==> src/sv/smpq_pkg.sv <==
// Shared widths, status codes and cell types for the sorted min priority queue.
package smpq_pkg;

	localparam int WEIGHT_W     = 32;
	localparam int TAG_W        = 9;
	localparam int STATUS_W     = 2;
	localparam int OCC_W        = 9;
	localparam int CAPACITY_DEF = 256;

	localparam logic OP_INSERT = 1'b0;
	localparam logic OP_GET    = 1'b1;

	localparam logic [STATUS_W-1:0] ST_OK    = 2'd0;
	localparam logic [STATUS_W-1:0] ST_EMPTY = 2'd1;
	localparam logic [STATUS_W-1:0] ST_FULL  = 2'd2;

	typedef struct packed {
		logic [WEIGHT_W-1:0] weight;
		logic [TAG_W-1:0]    tag;
	} slot_t;

	// Broadcast to every cell in the cycle a beat is taken.
	typedef struct packed {
		logic  ins;
		logic  get;
		slot_t item;
	} cell_cmd_t;

endpackage

==> src/sv/smpq_cell.sv <==
// One slot of the sorted chain: compares against a new entry and shifts left or right.
module smpq_cell (
	input  logic               clk,
	input  smpq_pkg::cell_cmd_t cmd,
	input  logic               occ,
	input  logic               prev_occ,
	input  logic               prev_shift,
	input  smpq_pkg::slot_t    prev_slot,
	input  smpq_pkg::slot_t    next_slot,
	output logic               shift,
	output smpq_pkg::slot_t    slot
);

	smpq_pkg::slot_t slot_q;
	logic            ins_here;

	// Held entry moves right when the new one sorts at or ahead of it (ties LIFO).
	assign shift    = occ && (cmd.item.weight <= slot_q.weight);
	// New entry lands in the first cell that either shifts or is free.
	assign ins_here = prev_occ && !prev_shift && (!occ || shift);
	assign slot     = slot_q;

	always_ff @(posedge clk) begin
		if (cmd.ins) begin
			if (prev_shift) begin
				slot_q <= prev_slot;
			end else if (ins_here) begin
				slot_q <= cmd.item;
			end
		end else if (cmd.get) begin
			slot_q <= next_slot;
		end
	end

endmodule

==> config.mk <==
export PLATFORM = sky130hd
export DESIGN_NAME = smpq_cell
export DESIGN_NICKNAME = d
export VERILOG_FILES = /design/src/sv/smpq_pkg.sv /design/src/sv/smpq_cell.sv
export SDC_FILE = /design/constraint.sdc
export NUM_CORES = 1
export LEC_CHECK = 0
export ABC_AREA = 1
export BUFFER_PORTS_ARGS = -buffer_cell sky130_fd_sc_hd__buf_4
export CAP_MARGIN = 0
export CORE_MARGIN = 1.5
export CORE_UTILIZATION = 48
export DETAILED_ROUTE_END_ITERATION = 7
export PLACE_DENSITY = 0.87
export SETUP_SLACK_MARGIN = 0.15
export SLEW_MARGIN = 5
export SYNTH_ARGS = -nofsm -noshare
export SYNTH_HDL_FRONTEND = slang
export SYNTH_SLANG_ARGS = --single-unit
==> constraint.sdc <==
create_clock -name clk -period 7.15 [get_ports clk]
set_clock_uncertainty 0.2 [all_clocks]
set_input_delay 0.3575 -clock clk [delete_from_list [all_inputs] [get_ports clk]]
set_output_delay 0.3575 -clock clk [all_outputs]
set_load 0.1 [all_outputs]
Word level (Yosys, flattened, before mapping)
Index checks and enable logic that the tools add are counted.
{"block": "classes", "n_reduce_logical": 8, "bitwise_logic": 0, "n_mul": 0, "mux": 4, "n_div": 0, "addsub": 0, "shifts": 0, "eq_ne": 1, "magnitude_cmp": 1}
{"operator": "41-bit 2-to-1 mux", "count": 4}
{"operator": "32-bit <= comparator", "count": 1}
{"operator": "1-bit logical AND", "count": 3}
{"operator": "3-bit by 1-bit inequality test with 1-bit output (second input constant)", "count": 1}
{"operator": "1-bit zero test", "count": 2}
{"operator": "2-bit AND reduction", "count": 1}
{"operator": "2-bit nonzero test", "count": 1}
{"operator": "1-bit logical OR", "count": 1}
{"block": "word_totals", "inputBits": 129, "memories": 0, "output_inout_bits": 42, "ram_bits": 0, "rom_bits": 0, "elab_cells": 16, "latchBits": 0, "reg_bits": 41}

Logic depth before layout (Yosys ltp)
{"block": "logic_depth", "depth_word": 7, "depth_mapped": 16, "depth_no_buf": 16}

Least setup slack after synthesis
OpenSTA, ideal clock, no wires.
{"block": "synth_path", "path_kind": "register -> output", "start": "register slot_q, in the netlist slot[40]", "end": "output port shift", "path_slack_ns": 3.310, "required_ns": 6.593, "path_buffers": 0, "arrival_ns": 3.283, "path_stages_with_launch": 9, "path_cell_list": "edfxtp_1 inv_1 ha_1 nand2_2 nor2_4 nand2_2 nor4_4 nand2_2 a21boi_1"}
{"block": "synth_via", "elab_chain_cells": 2}
{"element": "start, declared", "line": "smpq_cell.sv:14", "source": "smpq_pkg::slot_t slot_q;"}
{"element": "start signal, assigned", "line": "smpq_cell.sv:26", "source": "slot_q <= prev_slot;"}
{"element": "start signal, assigned", "line": "smpq_cell.sv:28", "source": "slot_q <= cmd.item;"}
{"element": "start signal, assigned", "line": "smpq_cell.sv:31", "source": "slot_q <= next_slot;"}
{"element": "32-bit <= comparator", "line": "smpq_cell.sv:18", "source": "assign shift = occ && (cmd.item.weight <= slot_q.weight);"}
{"element": "1-bit logical AND", "line": "smpq_cell.sv:18"}
{"element": "end, declared", "line": "smpq_cell.sv:10", "source": "output logic shift,"}
Every way passes these cells.

Worst setup path in the final report
{"block": "layout_path", "start": "register slot_q, in the netlist slot[22]", "end": "register slot_q, in the netlist slot[24] (enable)"}
{"block": "layout_via", "elab_chain_cells": 6}
{"element": "32-bit <= comparator", "line": "smpq_cell.sv:18"}
{"element": "1-bit logical AND", "line": "smpq_cell.sv:18"}
{"element": "1-bit logical OR", "line": "smpq_cell.sv:20", "source": "assign ins_here = prev_occ && !prev_shift && (!occ || shift);"}
{"element": "1-bit logical AND", "line": "smpq_cell.sv:20"}
{"element": "3-bit by 1-bit inequality test with 1-bit output (no line)"}
{"element": "2-bit AND reduction (no line)"}
Every way passes these cells.
A chain may end at the register's enable or synchronous reset.

==> flow_summary.ini <==
[clocking]
numCtsBuffers = 5
clk_pin_slew_ps = 80
clockBufferDepth = 2
cts_tree = built
ctsHoldBuffers = 0
cts-root-buf = clkbuf_8
cts_resized = 0
clkLatencyLatePin_ps = 280
cts_sinks = 41
htree_levels = 2
cts_setup_buffers = 0

[synthesis]
yosys_warnings = 0
synth_top_area_share_pct = 41.9
ys_ff_latch = 41
synth_adder_area_share_pct = 13.6
yosys.cell_types.count = 22
netlist_top_cells_area = edfxtp_1 (42%), ha_1 (14%), nand2_1 (9.3%), o21ai_0 (7.1%), o21ai_1 (7.1%)
syn_area_um2 = 2940
synth.largest_area_cell = edfxtp_1
synth_top_family_by_area = simple AND/OR/NAND/NOR gates
synth_area_per_cell_um2 = 7.97
synthMuxAreaShare_pct = 0
synth_compound_area_share_pct = 18.0
synth-simple-area-share_pct = 19.2
synth_nets = 530
seq_area_frac_synth_pct = 41.9
synthXorXnorAreaFrac_pct = 0
netlist_instances = 369

[worst_hold_path]
hold_path_end = slot[6]
hp-start = next_slot[6]
worstHoldPathType = input port to flop
whs_path_depth = 3

[critical_path]
cp_slowest_cell = buf_4
cp_common_cell = nand2_1
crit_type = flop to flop
start_kind = flop
reg2reg_slack_ps = 4240
worstSetupEndpointType = flop
worstReg2RegEnd = slot[24]
cp_cell_sequence = inv_1 -> ha_1 -> a21oi_1 -> o21ai_0 -> a21oi_1 -> nand2_1 -> nand2_1 -> nand2_1 -> nand3_1 -> nand2_1 -> a21oi_4 -> buf_4
cp_top_family = compound AO/OA/AOI/OAI gates
critPathMaxFanout = 27
rr_worst_depth = 12
critPathArrivalTime_ps = 2660
required_ps = 6900
cp_num_buf_inv = 2
reg2reg_from = slot[22]
crit_path_max_incr_delay_ps = 450

[grt]
grt-ovfl-total = 0
grt_pass1_vias = 3078
grt_use_met3_pct = 6.97
busiest_layer = met2
grt_pass1_wl_um = 13600
grt_use_met1_pct = 29.3
use_met2_pct = 50.3
antenna_found_initial = 0
grt_max_degree = 44
grt_use_total_pct = 26.9

[pwr]
power_leakage_nw = 2.18
peakVddDrop_v = 0.000124
finalPower_mw = 0.860
switchingPower_mw = 0.375
seq_power_share_pct = 35.8
swShare_pct = 43.7
internal_power_mw = 0.484
powerDensity_nw_per_um2 = 197
p_clk_share_pct = 17.1
comb_power_share_pct = 47.0

[sta]
slew_headroom_pct = 47.3
period_minus_slack_ps = 2910
rsz0062_at_grt = false
final-setup-viol-count = 0
hold_viol_final = 0
post-route-period-util_pct = 40.7
tns_ps = 0
max_freq_mhz = 344
tightest_slew_ps = 789
maxSlewViolCount = 0
holdWs_ps = 153

[layout]
ff_latch_area_um2 = 1230
drive_gt1_share_pct = 36.2
multi_input_area_um2 = 1500
num_antenna_cells = 0
final_nets = 693
area_growth_pct = 48.1
largest_reg_flops = 41
num-fill-cells = 466

[floorplanning]
num_rows = 28
core_um2 = 5920
die_h_um = 81.3
io_pins = 171
die_x_um = 81.3
die_area_um2 = 6600
start_util_pct = 49.7

[run_status]
status = complete, no violations

[drt]
drc = 0
wire_per_inst_um = 14.4
ant_nets = 0
drtIter0Drc = 148
viasPerCell = 5.12
routed_wl_um = 8770
dr.pass1.iters = 4
num_vias = 3114

[place]
dpl.hpwl_um = 6700
port_buffers = 170
gp_congestion = 0.821

[flow_run]
cap_violations = 0
synthesized netlist by cell type:
cell	n
nand4_1	2
edfxtp_1	41
a21o_1	1
o21a_1	1
a21oi_1	14
nand3_1	3
nor2_4	1
inv_2	4
a21boi_1	1
o21ai_1	42
inv_1	37
nor2_2	1
nor4_4	1
o21ai_0	42
a21oi_2	1
o21a_2	1
nand2_4	1
nor2_1	50
ha_1	32
nand2_1	73
nand2_2	4
clkbuf_1	16
power by group through the flow:
stage	Combinational, mW	Sequential [mW]	Clock, mW
floorplan	0.105	0.489	0
global placement	0.397	0.312	0
detailed placement	0.404	0.313	0
CTS	0.406	0.308	0.150
global route	0.431	0.311	0.160
finish	0.404	0.308	0.147
routing by layer:
metal | vias up | routed length (um)
li1 | 1564 | -
met1 | 1409 | 3430
met2 | 127 | 4520
met3 | 14 | 669
met4 | 0 | 142
met5 | - | 0
through the flow:
stage	utilization [%]	area (um2)	std cells	setup slack, ps
3_5_place_dp	72.2	4270	600	4130
5_1_grt	73.6	4360	608	4000
3_3_place_gp	72.2	4270	600	4220
4_1_cts	73.6	4360	608	4220
2_1_floorplan	-	2940	369	3310
6_report	73.6	4360	608	4240
tightest hold or removal path: cells and delay by family:
family          cells  cell delay (ps)
compound gates      1               60
buf+inv             1               70
simple gates        1               40
worst max-delay path by stage:
stage               startpoint       end  slack (ps)  cells after the start
floorplan             slot[40]     shift        3310                      8
global placement       cmd[24]  slot[25]        4220                     12
detailed placement     cmd[22]  slot[27]        4130                     12
CTS                   slot[22]  slot[29]        4220                     12
global route          slot[22]  slot[31]        4000                     12
finish                slot[22]  slot[24]        4240                     12
placed cells by master (no fill, tap or decap):
cell type  instances
buf_4            172
nand2_1           73
nor2_1            50
o21ai_0           42
o21ai_1           42
edfxtp_1          41
inv_1             37
ha_1              32
a21oi_1           14
clkbuf_8           5
inv_2              4
nand2_2            4
nand3_1            3
nand4_1            2
clkinv_2           2
a21o_1             1
nand2_4            1
nor2_4             1
nor2_2             1
nor4_4             1
o21a_1             1
o21a_2             1
a21boi_1           1
a21oi_4            1
clkbuf_1           1
logic make-up (layout without fill, tap and decap cells):
group	after synthesis	after routing
AOI/OAI and AO/OA	103	103
adders and majority gates	32	32
buffers and inverters	57	221
DFF	41	41
and+or+nand+nor	136	136
final cells by class:
| type | instances | share of cell area, % |
|---|---|---|
| multi-input combinational | 271 | 34.5 |
| timing repair buffer | 172 | 29.6 |
| sequential | 41 | 28.3 |
| inverter | 41 | 3.53 |
| tap | 75 | 2.15 |
| clock buffer | 6 | 1.67 |
| clock inverter | 2 | 0.230 |
No activity file was read; power rests on OpenSTA's default activity.
